==> src/rtl/nqb_pkg.sv <==
// Package: shared widths, microcode encoding and control program of the N-queens solver.
package nqb_pkg;

	localparam int MAX_N_DEF   = 8;
	localparam int CFG_W       = 4;
	localparam int PLACE_W     = 32;
	localparam int COUNT_W     = 24;
	localparam int PACK_BITS   = 4;
	localparam int PACK_ROWS   = PLACE_W / PACK_BITS;
	localparam int APB_W       = 32;
	localparam int PADDR_W     = 3;
	localparam logic [CFG_W-1:0]   BOARD_RESET = CFG_W'(8);
	localparam logic [COUNT_W-1:0] COUNT_MAX   = {COUNT_W{1'b1}};

	// register select bit of paddr
	localparam logic REG_BOARD_SIZE = 1'b0;

	localparam int STEP_W = 4;
	typedef logic [STEP_W-1:0] step_t;

	localparam step_t ST_IDLE    = 4'd0;
	localparam step_t ST_LOAD    = 4'd1;
	localparam step_t ST_RANGE   = 4'd2;
	localparam step_t ST_DONE    = 4'd3;
	localparam step_t ST_CHECK   = 4'd4;
	localparam step_t ST_BUMP    = 4'd5;
	localparam step_t ST_FAIL    = 4'd6;
	localparam step_t ST_PLACE   = 4'd7;
	localparam step_t ST_DESCEND = 4'd8;
	localparam step_t ST_SOLVED  = 4'd9;
	localparam step_t ST_EXHAUST = 4'd10;

	typedef enum logic [3:0] {
		OP_ACCEPT,
		OP_LOAD,
		OP_NOP,
		OP_INC_I,
		OP_BUMP,
		OP_BACK,
		OP_PLACE,
		OP_DESCEND,
		OP_EMIT_SOL,
		OP_EMIT_END
	} op_t;

	typedef enum logic [2:0] {
		C_ALWAYS,
		C_NO_START,
		C_END,
		C_COL_OVER,
		C_ROW_DONE,
		C_NO_ATTACK,
		C_ROW_LAST
	} cond_t;

	typedef struct packed {
		op_t   op;
		cond_t cond;
		step_t target;
	} ucode_t;

	typedef struct packed {
		logic start_ok;
		logic search_end;
		logic col_over;
		logic row_done;
		logic attack;
		logic row_last;
	} status_t;

	typedef struct packed {
		op_t  op;
		logic busy;
	} ctrl_t;

	// control program: jump to target when cond holds, else fall through
	function automatic ucode_t ucode_word(input step_t pc);
		ucode_t w;
		w = '{op: OP_NOP, cond: C_ALWAYS, target: ST_IDLE};
		unique case (pc)
			ST_IDLE:    w = '{op: OP_ACCEPT,   cond: C_NO_START,  target: ST_IDLE};
			ST_LOAD:    w = '{op: OP_LOAD,     cond: C_END,       target: ST_EXHAUST};
			ST_RANGE:   w = '{op: OP_NOP,      cond: C_COL_OVER,  target: ST_FAIL};
			ST_DONE:    w = '{op: OP_NOP,      cond: C_ROW_DONE,  target: ST_PLACE};
			ST_CHECK:   w = '{op: OP_INC_I,    cond: C_NO_ATTACK, target: ST_DONE};
			ST_BUMP:    w = '{op: OP_BUMP,     cond: C_ALWAYS,    target: ST_RANGE};
			ST_FAIL:    w = '{op: OP_BACK,     cond: C_ALWAYS,    target: ST_LOAD};
			ST_PLACE:   w = '{op: OP_PLACE,    cond: C_ROW_LAST,  target: ST_SOLVED};
			ST_DESCEND: w = '{op: OP_DESCEND,  cond: C_ALWAYS,    target: ST_LOAD};
			ST_SOLVED:  w = '{op: OP_EMIT_SOL, cond: C_ALWAYS,    target: ST_IDLE};
			ST_EXHAUST: w = '{op: OP_EMIT_END, cond: C_ALWAYS,    target: ST_IDLE};
			default:    w = '{op: OP_NOP,      cond: C_ALWAYS,    target: ST_IDLE};
		endcase
		return w;
	endfunction

endpackage

==> src/rtl/nqb_seq.sv <==
// Microcode sequencer: step counter, control store and conditional jumps.
module nqb_seq (
	input  logic             clk,
	input  logic             arst_n,
	input  nqb_pkg::status_t status,
	output nqb_pkg::ctrl_t   ctrl
);
	import nqb_pkg::*;

	step_t  pc_q;
	ucode_t word;
	logic   take;

	always_comb begin
		word = ucode_word(pc_q);
		unique case (word.cond)
			C_ALWAYS:    take = 1'b1;
			C_NO_START:  take = !status.start_ok;
			C_END:       take = status.search_end;
			C_COL_OVER:  take = status.col_over;
			C_ROW_DONE:  take = status.row_done;
			C_NO_ATTACK: take = !status.attack;
			C_ROW_LAST:  take = status.row_last;
			default:     take = 1'b1;
		endcase
		ctrl.op   = word.op;
		ctrl.busy = (pc_q != ST_IDLE);
	end

	always_ff @(posedge clk or negedge arst_n) begin
		if (!arst_n) begin
			pc_q <= ST_IDLE;
		end else if (take) begin
			pc_q <= word.target;
		end else begin
			pc_q <= pc_q + STEP_W'(1);
		end
	end

	ap_idle_holds: assert property (@(posedge clk) disable iff (!arst_n)
		(pc_q == ST_IDLE && !status.start_ok) |=> pc_q == ST_IDLE)
		else $error("sequencer left idle without a request");

endmodule

==> src/rtl/n_queens_backtrack_solver.sv <==
// Top level: N-queens backtracking solver with APB board-size register.
// Usage
//   Set board_size over the APB port (byte address 0, 4 bits, reset 8). Zero
//   counts as a 1x1 board and anything above MAX_N as MAX_N. The size is taken
//   when a search starts: on a request with restart high, or on the first
//   request after reset; later writes touch only the next search.
//   Issue a request by raising start while busy is low; restart selects a
//   fresh search, otherwise the search resumes where the last one stopped.
//   busy rises the next cycle and drops in the cycle that done pulses with
//   placement (4 bits per row, row 1 lowest, column minus one), found and
//   solution_count; the next request may be taken at that same edge. An
//   exhausted search answers found low, placement zero and the final count.
// Timing
//   One microcode step a cycle, one earlier row checked per two steps. Entering
//   a row loads the next candidate column; each candidate column is checked
//   against the board size, then against each earlier row in turn; a backtrack,
//   a descent and a report each run as their own steps.
// Reset
//   Asynchronous, active low: clears board, row, count and sequencer. The
//   receiver cannot stall; a result is valid only in its done cycle.
module n_queens_backtrack_solver #(
	parameter int MAX_N = nqb_pkg::MAX_N_DEF
) (
	input  logic                          clk,
	input  logic                          arst_n,
	// request channel
	input  logic                          start,
	output logic                          busy,
	input  logic                          restart,
	// result channel
	output logic                          done,
	output logic [nqb_pkg::PLACE_W-1:0]   placement,
	output logic                          found,
	output logic [nqb_pkg::COUNT_W-1:0]   solution_count,
	// configuration
	input  logic                          psel,
	input  logic                          penable,
	input  logic                          pwrite,
	input  logic [nqb_pkg::PADDR_W-1:0]   paddr,
	input  logic [nqb_pkg::APB_W-1:0]     pwdata,
	output logic [nqb_pkg::APB_W-1:0]     prdata,
	output logic                          pready
);
	import nqb_pkg::*;

	localparam int COL_W  = $clog2(MAX_N + 2);
	localparam int IDX_W  = $clog2(MAX_N);
	localparam int NPACK  = (MAX_N < PACK_ROWS) ? MAX_N : PACK_ROWS;

	logic [CFG_W-1:0]   board_q;
	logic [COL_W-1:0]   col_q [MAX_N];
	logic [COL_W-1:0]   row_q;
	logic [COL_W-1:0]   cc_q;
	logic [COL_W-1:0]   i_q;
	logic [COL_W-1:0]   size_q;
	logic [COUNT_W-1:0] count_q;
	logic               exh_q;
	logic               started_q;
	logic               done_q;
	logic [PLACE_W-1:0] place_q;
	logic               found_q;
	logic [COUNT_W-1:0] cnt_out_q;

	status_t            status;
	ctrl_t              ctrl;
	logic [COL_W-1:0]   size_new;
	logic [COL_W-1:0]   row_m1;
	logic [COL_W-1:0]   i_m1;
	logic [IDX_W-1:0]   rd_idx;
	logic [IDX_W-1:0]   wr_idx;
	logic [COL_W-1:0]   rd_col;
	logic [COL_W-1:0]   col_gap;
	logic [COL_W-1:0]   cc_next;
	logic [PLACE_W-1:0] packed_cols;
	logic [COL_W-1:0]   col_m1;
	logic               accept;
	logic               init;
	logic               cfg_wr;

	// APB: one register, zero wait states
	assign pready = 1'b1;
	assign cfg_wr = psel && penable && pwrite && (paddr[2] == REG_BOARD_SIZE);
	assign prdata = (paddr[2] == REG_BOARD_SIZE) ? APB_W'(board_q) : '0;

	always_ff @(posedge clk or negedge arst_n) begin
		if (!arst_n) begin
			board_q <= BOARD_RESET;
		end else if (cfg_wr) begin
			board_q <= pwdata[CFG_W-1:0];
		end
	end

	// clamp the size into 1..MAX_N
	always_comb begin
		if (board_q == '0) begin
			size_new = COL_W'(1);
		end else if (int'(board_q) > MAX_N) begin
			size_new = COL_W'(MAX_N);
		end else begin
			size_new = COL_W'(board_q);
		end
	end

	assign accept = start && !ctrl.busy;
	assign init   = accept && (restart || !started_q) && (ctrl.op == OP_ACCEPT);

	// single read port: current row on load, earlier row i during the check
	assign row_m1 = row_q - COL_W'(1);
	assign i_m1   = i_q - COL_W'(1);
	assign rd_idx = (ctrl.op == OP_LOAD) ? row_m1[IDX_W-1:0] : i_m1[IDX_W-1:0];
	assign wr_idx = row_m1[IDX_W-1:0];
	assign rd_col = col_q[rd_idx];
	assign col_gap = (rd_col > cc_q) ? (rd_col - cc_q) : (cc_q - rd_col);
	assign cc_next = cc_q + COL_W'(1);

	assign status.start_ok   = accept;
	assign status.search_end = exh_q || (row_q == '0) || (row_q > size_q);
	assign status.col_over   = cc_q > size_q;
	assign status.row_done   = i_q == row_q;
	assign status.attack     = (rd_col == cc_q) || (col_gap == (row_q - i_q));
	assign status.row_last   = row_q == size_q;

	nqb_seq u_seq (
		.clk    (clk),
		.arst_n (arst_n),
		.status (status),
		.ctrl   (ctrl)
	);

	// pack the rows that fit, rows past the board size stay zero
	always_comb begin
		packed_cols = '0;
		col_m1      = '0;
		for (int r = 0; r < NPACK; r++) begin
			col_m1 = col_q[r] - COL_W'(1);
			if (COL_W'(r) < size_q) begin
				packed_cols[r*PACK_BITS +: PACK_BITS] = PACK_BITS'(col_m1);
			end
		end
	end

	always_ff @(posedge clk or negedge arst_n) begin
		if (!arst_n) begin
			for (int k = 0; k < MAX_N; k++) begin
				col_q[k] <= '0;
			end
			row_q     <= COL_W'(1);
			cc_q      <= '0;
			i_q       <= COL_W'(1);
			size_q    <= (MAX_N < 8) ? COL_W'(MAX_N) : COL_W'(8);
			count_q   <= '0;
			exh_q     <= 1'b0;
			started_q <= 1'b0;
			done_q    <= 1'b0;
			place_q   <= '0;
			found_q   <= 1'b0;
			cnt_out_q <= '0;
		end else begin
			done_q <= 1'b0;
			unique case (ctrl.op)
				OP_ACCEPT: begin
					// fresh search: clear board, latch size
					if (init) begin
						for (int k = 0; k < MAX_N; k++) begin
							col_q[k] <= '0;
						end
						row_q     <= COL_W'(1);
						count_q   <= '0;
						exh_q     <= 1'b0;
						size_q    <= size_new;
						started_q <= 1'b1;
					end
				end
				OP_LOAD: begin
					// next candidate column for this row, check from row 1
					cc_q <= rd_col + COL_W'(1);
					i_q  <= COL_W'(1);
				end
				OP_NOP: begin
				end
				OP_INC_I: begin
					i_q <= i_q + COL_W'(1);
				end
				OP_BUMP: begin
					cc_q <= cc_next;
					i_q  <= COL_W'(1);
				end
				OP_BACK: begin
					// no column left: drop this row, back up
					col_q[wr_idx] <= '0;
					row_q         <= row_m1;
				end
				OP_PLACE: begin
					col_q[wr_idx] <= cc_q;
				end
				OP_DESCEND: begin
					row_q <= row_q + COL_W'(1);
				end
				OP_EMIT_SOL: begin
					place_q   <= packed_cols;
					found_q   <= 1'b1;
					done_q    <= 1'b1;
					if (count_q != COUNT_MAX) begin
						count_q   <= count_q + COUNT_W'(1);
						cnt_out_q <= count_q + COUNT_W'(1);
					end else begin
						cnt_out_q <= count_q;
					end
					// advance past the solution column, back up if none left
					if (cc_next > size_q) begin
						col_q[wr_idx] <= '0;
						row_q         <= row_m1;
					end else begin
						col_q[wr_idx] <= cc_next;
					end
				end
				OP_EMIT_END: begin
					exh_q     <= 1'b1;
					place_q   <= '0;
					found_q   <= 1'b0;
					cnt_out_q <= count_q;
					done_q    <= 1'b1;
				end
				default: begin
				end
			endcase
		end
	end

	assign busy           = ctrl.busy;
	assign done           = done_q;
	assign placement      = place_q;
	assign found          = found_q;
	assign solution_count = cnt_out_q;

	ap_done_single: assert property (@(posedge clk) disable iff (!arst_n)
		done_q |=> !done_q)
		else $error("result strobe lasted more than one cycle");

	ap_found_counts: assert property (@(posedge clk) disable iff (!arst_n)
		(done_q && found_q) |-> (cnt_out_q != '0))
		else $error("solution reported with zero count");

	ap_end_clear: assert property (@(posedge clk) disable iff (!arst_n)
		(done_q && !found_q) |-> (place_q == '0))
		else $error("exhausted result carries a placement");

	ap_row_bound: assert property (@(posedge clk) disable iff (!arst_n)
		row_q <= size_q)
		else $error("current row beyond board size");

endmodule

==> config.mk <==
export PLATFORM = sky130hd
export DESIGN_NAME = n_queens_backtrack_solver
export DESIGN_NICKNAME = d
export VERILOG_FILES = /design/src/rtl/nqb_pkg.sv /design/src/rtl/nqb_seq.sv /design/src/rtl/n_queens_backtrack_solver.sv
export SDC_FILE = /design/constraint.sdc
export NUM_CORES = 1
export LEC_CHECK = 0
export BUFFER_PORTS_ARGS = -buffer_cell sky130_fd_sc_hd__buf_2
export CAP_MARGIN = 25
export CORE_MARGIN = 2
export CORE_UTILIZATION = 45
export DETAILED_ROUTE_END_ITERATION = 6
export MAX_ROUTING_LAYER = met4
export PLACE_DENSITY = 0.66
export SYNTH_ARGS = -nofsm -noshare
export SYNTH_HDL_FRONTEND = slang
export SYNTH_HIERARCHICAL = 1
export SYNTH_SLANG_ARGS = --single-unit
==> constraint.sdc <==
create_clock -name clk -period 9.1 [get_ports clk]
set_input_delay 1.82 -clock clk [delete_from_list [all_inputs] [get_ports clk]]
set_output_delay 1.82 -clock clk [all_outputs]
set_load 0.01 [all_outputs]
======== Word level (Yosys, flattened, before mapping) ========
Memory sizes are Yosys's and may differ from the RTL's.
Index checks and enable logic that the tools add are counted.
W data, S select, Z words.
operators by class
  $add $sub $neg .......................... 19
  multiply operators ...................... 0
  divide/modulo/power cells ............... 0
  order comparisons ....................... 16
  equal/unequal tests ..................... 21
  shift-type cells ........................ 0
  multiplexer cells ....................... 39
  bitwise operators ....................... 5
  reduce and logical (&&, ||, !) cells .... 33
operators by type and width
  kind                     number
  $pmux W32 S4             1
  $pmux W24 S2             2
  $mux W4                  18
  $bwmux W32               2
  $mux W32                 2
  $pmux W32 S2             1
  $mux W24                 2
  $sub A4 B1 Y4 const B    9
  $and A32 B32 Y32         1
  $not A32 Y32             1
  $add A24 B1 Y24 const B  1
  $ne A24 B24 Y1 const B   1
  $add A4 B1 Y4 const B    5
  $eq A4 B3 Y1 const B     4
  $eq A4 B4 Y1             4
  $gt A4 B4 Y1             4
  $lt A3 B4 Y1 const A     4
  $pmux W4 S2              2
  $pmux W4 S4              1
  $bmux W4 S3              1
  $demux W4 S3             1
  $logic_not A4 Y1         3
  $reduce_bool A4 Y1       3
  $sub A4 B4 Y4            3
  other kinds (26)         57
storage, ports and cells
  flip-flop bits (word level) ............. 140
  latch bits .............................. 0
  RAM bits ................................ 0
  bits in read-only memories .............. 176
  input port bits ......................... 42
  word-level logic and storage cells ...... 155
  memories ................................ 1
memories
  memory           words  width  read ports  clocked after Yosys merged registers in  wr ports  line           source
  (no name shown)  16     11     1           0                                        0         nqb_pkg.sv:80  unique case (pc)

======== Depth between registers and ports, before layout ========
Gate-level depths: netlist (run 1).
An unclocked memory read counts as a cell.
  depth in word-level cells ............... 14
  depth in mapped cells ................... 28

======== By module ========
The synthesis (run 1) kept the hierarchy.
modules (own cells, without submodules)
  module                     times used  cells each  area an instance (um^2)  sequential area each (um^2)
  n_queens_backtrack_solver  1           847         7853.8                   3408.3
  nqb_seq                    1           62          526.8                    100.1

======== Worst setup path after synthesis (run 1) ========
Ideal clock, no wire load.
  path type ............................... register to register
  from .................................... register u_seq.pc_q[0]
  to ...................................... register u_seq.pc_q[1]
  arrival ................................. 5.871 ns
  required time ........................... 8.965 ns
  path slack .............................. 3.093 ns
  cell stages (with the launch flop) ...... 28
  path buffers ............................ 2
  clock period less this slack ............ 6.007 ns
  path through ............................ dfrtp_1 > inv_1 > ha_1 > buf_2 > mux2i_1 > nor2_1 > a21oi_1 > nor4b_4 > mux2i_2 > and2b_1 > a22oi_1 > nand2_1 > ha_1 > fa_1 > nor2b_1 > o21a_1 > o21a_1 > clkbuf_1 > mux2_2 > nand2_1 > nand3_1 > xnor2_1 > o41ai_1 > nor4bb_1 > a211oi_1 > a32oi_2 > mux2i_1 > nor2_1
RTL lines
  item                    line           source
  start, declared         nqb_seq.sv:10  step_t pc_q;
  start signal, assigned  nqb_seq.sv:34  pc_q <= word.target;
  start signal, assigned  nqb_seq.sv:36  pc_q <= pc_q + STEP_W'(1);

==> tab_implementation.tex, run 1 <==
\begin{tabular}{lr}
\hline
Metric & Value \\
\hline
\multicolumn{2}{l}{\textbf{Outcome}} \\
Result of the run & finished clean \\
\multicolumn{2}{l}{\textbf{Critical path}} \\
Data arrival time of the worst path & 7.31 ns \\
Beginning of the worst register-to-register path & u\_seq/pc\_q[0]\$\_DFF\_PN0\_ \\
Register-to-register setup slack & 2.08 ns \\
Cell type group with the largest total delay on the critical path & simple AND/OR/NAND/NOR gates \\
Critical path launch point type & flop \\
Largest fanout on the critical path & 15 \\
Worst Path Class, Setup & reg2reg \\
CP dominant cell by count & sky130\_fd\_sc\_hd\_\_mux2i\_1 \\
Destination of the worst register-to-register timing path & u\_seq/pc\_q[1]\$\_DFF\_PN0\_ \\
Worst EP required & 9.39 ns \\
Reg2Reg Depth & 26 \\
Type of element capturing the critical path & flop \\
Slowest Stage Delay on Critical Path & 0.68 ns \\
Buffers and inverters on the worst path & 2 \\
Cell with the biggest individual delay on the critical path & sky130\_fd\_sc\_hd\_\_mux2i\_1 \\
\multicolumn{2}{l}{\textbf{Synth}} \\
Simple-gate portion of the synthesized area & 17.4\% \\
Leading cell types by total area after synthesis & sky130\_fd\_sc\_hd\_\_dfrtp\_1, sky130\_fd\_sc\_hd\_\_ha\_1, sky130\_fd\_sc\_hd\_\_o21ai\_0 \\
Count of flip-flops with a built-in enable after synthesis & 0 \\
Synthesis-stage register bit count & 140 \\
Parity-gate share of the synthesized area counting xor and xnor cells & 4.49\% \\
Share of synthesized flip-flops with an asynchronous set or reset & 100\% \\
Sequential-to-total area share from yosys stat & 41.9\% \\
Proportion of synthesized area in mux cells & 5.29\% \\
Netlist cell types & 71 \\
Most instantiated flip-flop cell in the synthesis netlist & sky130\_fd\_sc\_hd\_\_dfrtp\_1 \\
Leading cell types by count after synthesis & sky130\_fd\_sc\_hd\_\_dfrtp\_1, sky130\_fd\_sc\_hd\_\_nand2\_1, sky130\_fd\_sc\_hd\_\_o21ai\_0 \\
Arithmetic-cell share of the synthesized area counting full adders, half adders and majority gates & 6.99\% \\
Share of Yosys cell area claimed by the top area cell type & 40.6\% \\
Main combinational cell family by area after synthesis & compound AO/OA/AOI/OAI gates \\
Cell area after technology mapping & 8380 um\^{}2 \\
Mapped Avg Cell Area & 9.22 um\^{}2 \\
Gate count of the mapped netlist & 909 \\
Cell type with the highest aggregate area in the netlist & sky130\_fd\_sc\_hd\_\_dfrtp\_1 \\
Synthesized-area fraction occupied by ao, oa, aoi and oai cells & 17.5\% \\
Synthesis warning total & 6 \\
Cell with the most instances after synthesis & sky130\_fd\_sc\_hd\_\_dfrtp\_1 \\
\multicolumn{2}{l}{\textbf{CTS}} \\
Post-CTS setup buffer count & 0 \\
Clk slew on worst S/H paths & 0.06 ns \\
CTS root buf & sky130\_fd\_sc\_hd\_\_clkbuf\_16 \\
Total number of clock tree sinks & 140 \\
Number of H-tree levels & 4 \\
Maximum number of buffers from clock root to sink & 2 \\
Hold buffer count at cts & 0 \\
Number of buffers added by the clock tree synthesis step & 17 \\
Post-cts sizing count & 0 \\
TritonCTS clock tree & built \\
Source-to-sink clock delay at the later pin of the worst-skew pair & 0.42 ns \\
\multicolumn{2}{l}{\textbf{Drt}} \\
Number of antenna-violating nets in the routed design & 0 \\
Total DRC errors in the routed layout & 0 \\
Count of TritonRoute iterations in the first routing pass & 5 \\
Routed wirelength normalized by instance count & 16.2 um \\
Iteration-0 DRC Markers & 406 \\
Via total after detailed routing & 6774 \\
Total wire length after detailed routing & 19.7 mm \\
Average vias per placed instance & 5.58 \\
\multicolumn{2}{l}{\textbf{Timing}} \\
Post-route clock skew & 0.00583 ns \\
Slew Viols, Final & 0 \\
Upper clock frequency limit & 0.142 GHz \\
Period Utilization, post-route & 77.1\% \\
Final setup violation count & 0 \\
Slew of the pin with the lowest slew margin & 0.941 ns \\
Min cycle time layout & 7.02 ns \\
Post-Route Setup TNS & 0 ns \\
Max transition margin & 37.0\% \\
Final Hold Vio Count & 0 \\
RSZ-0062 raised after global routing & no \\
\multicolumn{2}{l}{\textbf{Final layout}} \\
Fraction of final layout cells with drive strength greater than 1 & 14.5\% \\
Area delta synth->final & 13.8\% \\
Core utilization of the finished layout & 52.5\% \\
Count of filler cells inserted in the layout & 1660 \\
Ant diodes & 0 \\
Final layout net count & 1060 \\
\multicolumn{2}{l}{\textbf{Job}} \\
Max cap viols & 0 \\
\multicolumn{2}{l}{\textbf{GRT}} \\
Largest net degree at the start of global routing & 74 \\
Wire length of the first global-routing pass & 33.1 mm \\
Global Route Usage Sum & 21.2\% \\
Vias in the first global route & 6566 \\
Remaining global-route overflow & 0 \\
Number of antenna violations at the first check in global routing & 0 \\
\multicolumn{2}{l}{\textbf{Min path}} \\
Hold-critical path depth & 2 \\
Hold Path Sink & placement[14]\$\_DFFE\_PN0P\_ \\
Hold path start & placement[14]\$\_DFFE\_PN0P\_ \\
Class of the tightest hold or removal check & reg2reg \\
\multicolumn{2}{l}{\textbf{Placed design}} \\
Detailed Place HPWL & 13.7 mm \\
Number of I/O port buffers & 74 \\
Global placer's final weighted congestion & 0.867 \\
\multicolumn{2}{l}{\textbf{Floorplan}} \\
Initial Util & 46.2\% \\
Horizontal die dimension & 140 um \\
Total core area & 18100 um\^{}2 \\
Vert. Die Dim & 140 um \\
Area enclosed by the die boundary & 19700 um\^{}2 \\
Total number of placement rows & 49 \\
I/O pin cnt & 134 \\
\multicolumn{2}{l}{\textbf{Pwr}} \\
Cell Pwr Density & 426 nW/um\^{}2 \\
Maximum vdd drop & 0.000219 V \\
Leak pwr & 4.40 nW \\
\hline
\end{tabular}
## worst register-to-register path, cell delays in order, from the launching register on
cell and delay [ns]:
sky130_fd_sc_hd__dfrtp_1 0.50, sky130_fd_sc_hd__inv_1 0.15, sky130_fd_sc_hd__ha_1 0.55, sky130_fd_sc_hd__mux2i_1 0.13
sky130_fd_sc_hd__nor2_1 0.10, sky130_fd_sc_hd__a21oi_1 0.05, sky130_fd_sc_hd__buf_4 0.21, sky130_fd_sc_hd__nor4b_4 0.57
sky130_fd_sc_hd__mux2i_1 0.68, sky130_fd_sc_hd__nor2b_1 0.14, sky130_fd_sc_hd__a22oi_1 0.31, sky130_fd_sc_hd__nand2_1 0.20
sky130_fd_sc_hd__ha_1 0.27, sky130_fd_sc_hd__fa_1 0.41, sky130_fd_sc_hd__nor2b_1 0.12, sky130_fd_sc_hd__o21a_1 0.12
sky130_fd_sc_hd__o21a_1 0.25, sky130_fd_sc_hd__mux2_2 0.37, sky130_fd_sc_hd__nand2_1 0.06, sky130_fd_sc_hd__nand3_1 0.08
sky130_fd_sc_hd__xnor2_1 0.14, sky130_fd_sc_hd__o41ai_1 0.37, sky130_fd_sc_hd__nor4bb_1 0.36, sky130_fd_sc_hd__a211oi_1 0.09
sky130_fd_sc_hd__a32oi_2 0.37, sky130_fd_sc_hd__mux2i_1 0.23, sky130_fd_sc_hd__nor2_1 0.06
## sequential cells by signal, summed over array words and instances (netlist names)
name            cells
size_q              4
done                1
count_q            24
exh_q               1
solution_count     24
started_q           1
u_seq/pc_q          4
i_q                 4
placement          32
col_q              32
row_q               4
found               1
board_q             4
cc_q                4
## logic make-up (layout without fill, tap and decap cells)
group,after synthesis,count (layout)
multiplexers,38,38
AO/OA/AOI/OAI,230,230
XOR/XNOR,43,43
buffers and inverters,109,159
AND/OR/NAND/NOR,302,302
other,2,29
flip-flops,140,140
adder cells (fa/ha/maj),45,45
## worst max path at each step
| stage | startpoint | endpoint | slack, ns | depth (start not counted) |
|---|---|---|---|---|
| after CTS | u_seq/pc_q[0]$_DFF_PN0_ | u_seq/pc_q[1]$_DFF_PN0_ | 2.12 | 26 |
| after detailed placement | u_seq/pc_q[0]$_DFF_PN0_ | u_seq/pc_q[1]$_DFF_PN0_ | 2.14 | 26 |
| final | u_seq/pc_q[0]$_DFF_PN0_ | u_seq/pc_q[1]$_DFF_PN0_ | 2.08 | 26 |
| after floorplan | u_seq/pc_q[0]$_DFF_PN0_ | u_seq/pc_q[1]$_DFF_PN0_ | 3.09 | 27 |
| after global placement | u_seq/pc_q[0]$_DFF_PN0_ | u_seq/pc_q[1]$_DFF_PN0_ | 2.23 | 26 |
| after global routing | u_seq/pc_q[0]$_DFF_PN0_ | u_seq/pc_q[0]$_DFF_PN0_ | 1.44 | 26 |
## cell type report
cell class              instances  area (um^2)  share of cell area, %
flip-flops and latches        140         3510                   36.8
repair buffers                 84          452                   4.74
clock buffers                  20          457                   4.79
well taps                     229          287                   3.01
clock inverters                12          216                   2.27
multi-input cells             687         4450                   46.7
inverters                      43          161                   1.69
## cell usage in the layout (no fill, tap or decap), types with 11 or more instances in the layout
cell type	instances
sky130_fd_sc_hd__buf_2	73
sky130_fd_sc_hd__a211oi_1	28
sky130_fd_sc_hd__nand2_1	106
sky130_fd_sc_hd__dfrtp_1	136
sky130_fd_sc_hd__xnor2_1	36
sky130_fd_sc_hd__inv_1	42
sky130_fd_sc_hd__a21oi_1	32
sky130_fd_sc_hd__nor3_1	21
sky130_fd_sc_hd__nor2_1	72
sky130_fd_sc_hd__nor2b_1	13
sky130_fd_sc_hd__a21o_1	11
sky130_fd_sc_hd__clkbuf_16	17
sky130_fd_sc_hd__o21ai_0	86
sky130_fd_sc_hd__mux2i_1	26
sky130_fd_sc_hd__conb_1	29
sky130_fd_sc_hd__ha_1	42
sky130_fd_sc_hd__nand3_1	26
## metrics by stage
stage | instances | hold slack [ns] | cell area [um^2] | worst slack [ns] | total power, W
floorplan | 936 | 0.448 | 8480 | 3.09 | 0.00275
global placement | 1183 | 0.459 | 8860 | 2.23 | 0.00323
detailed placement | 1183 | 0.465 | 8860 | 2.14 | 0.00328
CTS | 1215 | 0.478 | 9530 | 2.12 | 0.00409
global route | 1215 | 0.493 | 9530 | 1.44 | 0.00440
finish | 1215 | 0.469 | 9530 | 2.08 | 0.00407
## power by group
part	internal, W	switching, W
Combinational	0.000975	0.00118
Sequential	0.000861	0.000260
Clock	0.000527	0.000266
Total	0.00236	0.00170
## per-layer routing
metal  part of all wire (%)  global-route usage (%)  up-vias
li1                       -                       -     3301
met1                     45                    27.4     3270
met2                     49                    34.5      177
met3                    4.3                    4.21       26
met4                    1.7                    5.16        0
met5                      0                       -        -
Note: power is estimated with default switching activity, not from simulation.
==> run 2: changes to the inputs <==
PLACE_DENSITY = 0.68   (was 0.66)
clock period = 5.85 ns   (was 9.1 ns; I/O delays follow)
==> run 2 against run 1 <==
Net effect:
- non-clock buffer count rose by 25
- clock skew up 0.0041 ns
- via count rose by 1.5%
- clock power increased by 46%
- first-iteration DRC count up 27%
- sequential share of layout area shrank 0.78 points
- combinational power rose by 76%
- die area is the same
- utilization grew 1.1 points
- global-route usage up 0.45 points
- cell area up 2.2%
- critical path depth fell by 1
- critical endpoint is now u_seq/pc_q[2]$_DFF_PN0_
- highest routed layer unchanged
==> tab_implementation.tex, run 2 (same netlist as run 1, synthesis figures left out) <==
\begin{tabular}{lr}
\hline
Metric & Value \\
\hline
\multicolumn{2}{l}{\textbf{Critical path}} \\
Worst EP required & 6.20 ns \\
Worst Path Class, Setup & reg2reg \\
Data arrival time of the worst path & 5.88 ns \\
Critical path launch point type & flop \\
Destination of the worst register-to-register timing path & u\_seq/pc\_q[2]\$\_DFF\_PN0\_ \\
Slowest Stage Delay on Critical Path & 0.58 ns \\
Type of element capturing the critical path & flop \\
Largest fanout on the critical path & 12 \\
Beginning of the worst register-to-register path & u\_seq/pc\_q[0]\$\_DFF\_PN0\_ \\
Reg2Reg Depth & 25 \\
Worst setup path end & u\_seq/pc\_q[2]\$\_DFF\_PN0\_ \\
Critical path origin & u\_seq/pc\_q[0]\$\_DFF\_PN0\_ \\
Register-to-register setup slack & 0.31 ns \\
Cell with the biggest individual delay on the critical path & sky130\_fd\_sc\_hd\_\_mux4\_1 \\
\multicolumn{2}{l}{\textbf{Final layout}} \\
Final non-filler cell total & 1242 \\
Area delta synth->final & 16.2\% \\
Most common cell after layout, fill and taps aside & sky130\_fd\_sc\_hd\_\_dfrtp\_1 \\
Final layout net count & 1085 \\
Most used cells in the layout excluding fill and tap cells & sky130\_fd\_sc\_hd\_\_dfrtp\_1, sky130\_fd\_sc\_hd\_\_nand2\_1, sky130\_fd\_sc\_hd\_\_o21ai\_0 \\
Fraction of final layout cells with drive strength greater than 1 & 16.8\% \\
\multicolumn{2}{l}{\textbf{Floorplan}} \\
Area enclosed by the die boundary & 19700 um\^{}2 \\
Vert. Die Dim & 140 um \\
I/O pin cnt & 134 \\
Total core area & 18100 um\^{}2 \\
Total number of placement rows & 49 \\
Horizontal die dimension & 140 um \\
Initial Util & 46.2\% \\
\multicolumn{2}{l}{\textbf{Drt}} \\
Total wire length after detailed routing & 20.1 mm \\
Iteration-0 DRC Markers & 515 \\
Routed wirelength normalized by instance count & 16.1 um \\
Average vias per placed instance & 5.54 \\
Via total after detailed routing & 6878 \\
Total DRC errors in the routed layout & 0 \\
Number of antenna-violating nets in the routed design & 0 \\
Count of TritonRoute iterations in the first routing pass & 5 \\
\multicolumn{2}{l}{\textbf{CTS}} \\
Number of H-tree levels & 4 \\
Maximum number of buffers from clock root to sink & 2 \\
TritonCTS clock tree & built \\
Number of buffers added by the clock tree synthesis step & 17 \\
CTS root buf & sky130\_fd\_sc\_hd\_\_clkbuf\_16 \\
Clk slew on worst S/H paths & 0.06 ns \\
Total number of clock tree sinks & 140 \\
Source-to-sink clock delay at the later pin of the worst-skew pair & 0.42 ns \\
\multicolumn{2}{l}{\textbf{Timing}} \\
Worst hold slack & 0.470 ns \\
Slew of the pin with the lowest slew margin & 0.988 ns \\
Period Utilization, post-route & 94.7\% \\
Final Hold Vio Count & 0 \\
Final setup violation count & 0 \\
Slew Viols, Final & 0 \\
Post-route clock skew & 0.00989 ns \\
Upper clock frequency limit & 0.181 GHz \\
RSZ-0062 raised after global routing & no \\
Post-Route Setup TNS & 0 ns \\
Max transition margin & 34.1\% \\
Min cycle time layout & 5.54 ns \\
\multicolumn{2}{l}{\textbf{Placed design}} \\
Placed cell count & 1204 \\
Global placer's final weighted congestion & 0.882 \\
Detailed Place HPWL & 14.0 mm \\
Number of I/O port buffers & 74 \\
\multicolumn{2}{l}{\textbf{Pwr}} \\
Sequential share of power & 25.8\% \\
Part of the total power dissipated in combinational logic & 56.8\% \\
Cell Pwr Density & 683 nW/um\^{}2 \\
Net switching share of the total power & 41.4\% \\
Leak pwr & 4.52 nW \\
Maximum vdd drop & 0.000339 V \\
Part of the power in the clock network & 17.4\% \\
Internal power of the cells & 0.00390 W \\
Total net switching power & 0.00275 W \\
\multicolumn{2}{l}{\textbf{GRT}} \\
Remaining global-route overflow & 0 \\
Number of antenna violations at the first check in global routing & 2 \\
Vias in the first global route & 6609 \\
Largest net degree at the start of global routing & 92 \\
Wire length of the first global-routing pass & 33.6 mm \\
Global Route Usage Sum & 21.6\% \\
\multicolumn{2}{l}{\textbf{Min path}} \\
Class of the tightest hold or removal check & reg2reg \\
\multicolumn{2}{l}{\textbf{Outcome}} \\
Result of the run & finished clean \\
\multicolumn{2}{l}{\textbf{Job}} \\
Max cap viols & 0 \\
\hline
\end{tabular}
## run 2: power groups by stage
stage / clock, W / combinational (W) / sequential, W
after floorplan: 0 / 0.00262 / 0.00169
after global placement: 0 / 0.00361 / 0.00171
after detailed placement: 0 / 0.00368 / 0.00172
after CTS: 0.00118 / 0.00370 / 0.00171
after global routing: 0.00122 / 0.00421 / 0.00178
final: 0.00116 / 0.00378 / 0.00172
## run 2: area by class of cell
cell class                 count  area, um^2
antenna                        2        5.00
clock inverter                 9         160
sequential                   140        3510
timing repair buffer         109         656
multi-input combinational    687        4490
tap                          229         287
clock buffer                  23         478
inverter                      43         161
fill                        1659        8410
## run 2: worst min path at each step
stage	slack (ns)	end	startpoint	cells after the start
after global placement	0.46	found$_DFFE_PN0P_	found$_DFFE_PN0P_	2
final	0.47	found$_DFFE_PN0P_	found$_DFFE_PN0P_	2
after detailed placement	0.46	found$_DFFE_PN0P_	found$_DFFE_PN0P_	2
after floorplan	0.45	exh_q$_DFFE_PN0P_	exh_q$_DFFE_PN0P_	2
after global routing	0.50	placement[12]$_DFFE_PN0P_	placement[12]$_DFFE_PN0P_	2
after CTS	0.48	found$_DFFE_PN0P_	found$_DFFE_PN0P_	2
## run 2: metal layers
layer  wire, um  GRT usage (%)
met1       9020           28.0
met2       9770           34.9
met3        957           4.31
met4        309           5.95
met5          0              -
## run 2: stage by stage
step	setup WS, ns	util (%)	instance area, um^2	total power [W]
6_report	0.313	53.7	9740	0.00666
5_1_grt	0.00723	53.7	9740	0.00722
4_1_cts	0.159	53.3	9680	0.00659
3_5_place_dp	0.191	49.8	9040	0.00540
3_3_place_gp	0.249	49.8	9040	0.00532
2_1_floorplan	0.0300	-	8500	0.00431
## run 2: critical path: cells and delay by family (launching register included)
kind	cells	cell delay (ns)
XOR/XNOR	1	0.20
adder cells (fa/ha/maj)	2	0.52
flip-flops	1	0.39
buffers and inverters	5	0.77
AND/OR/NAND/NOR	6	1.15
multiplexers	5	1.63
AO/OA/AOI/OAI	6	0.78
## run 2: repair_timing
| action | 4_1_cts | 5_1_grt |
|---|---|---|
| setup endpoints to repair | 0 | 4 |
| resized for setup | 0 | 5 |
| buffers inserted | 0 | 4 |
| hold buffers | 0 | 0 |
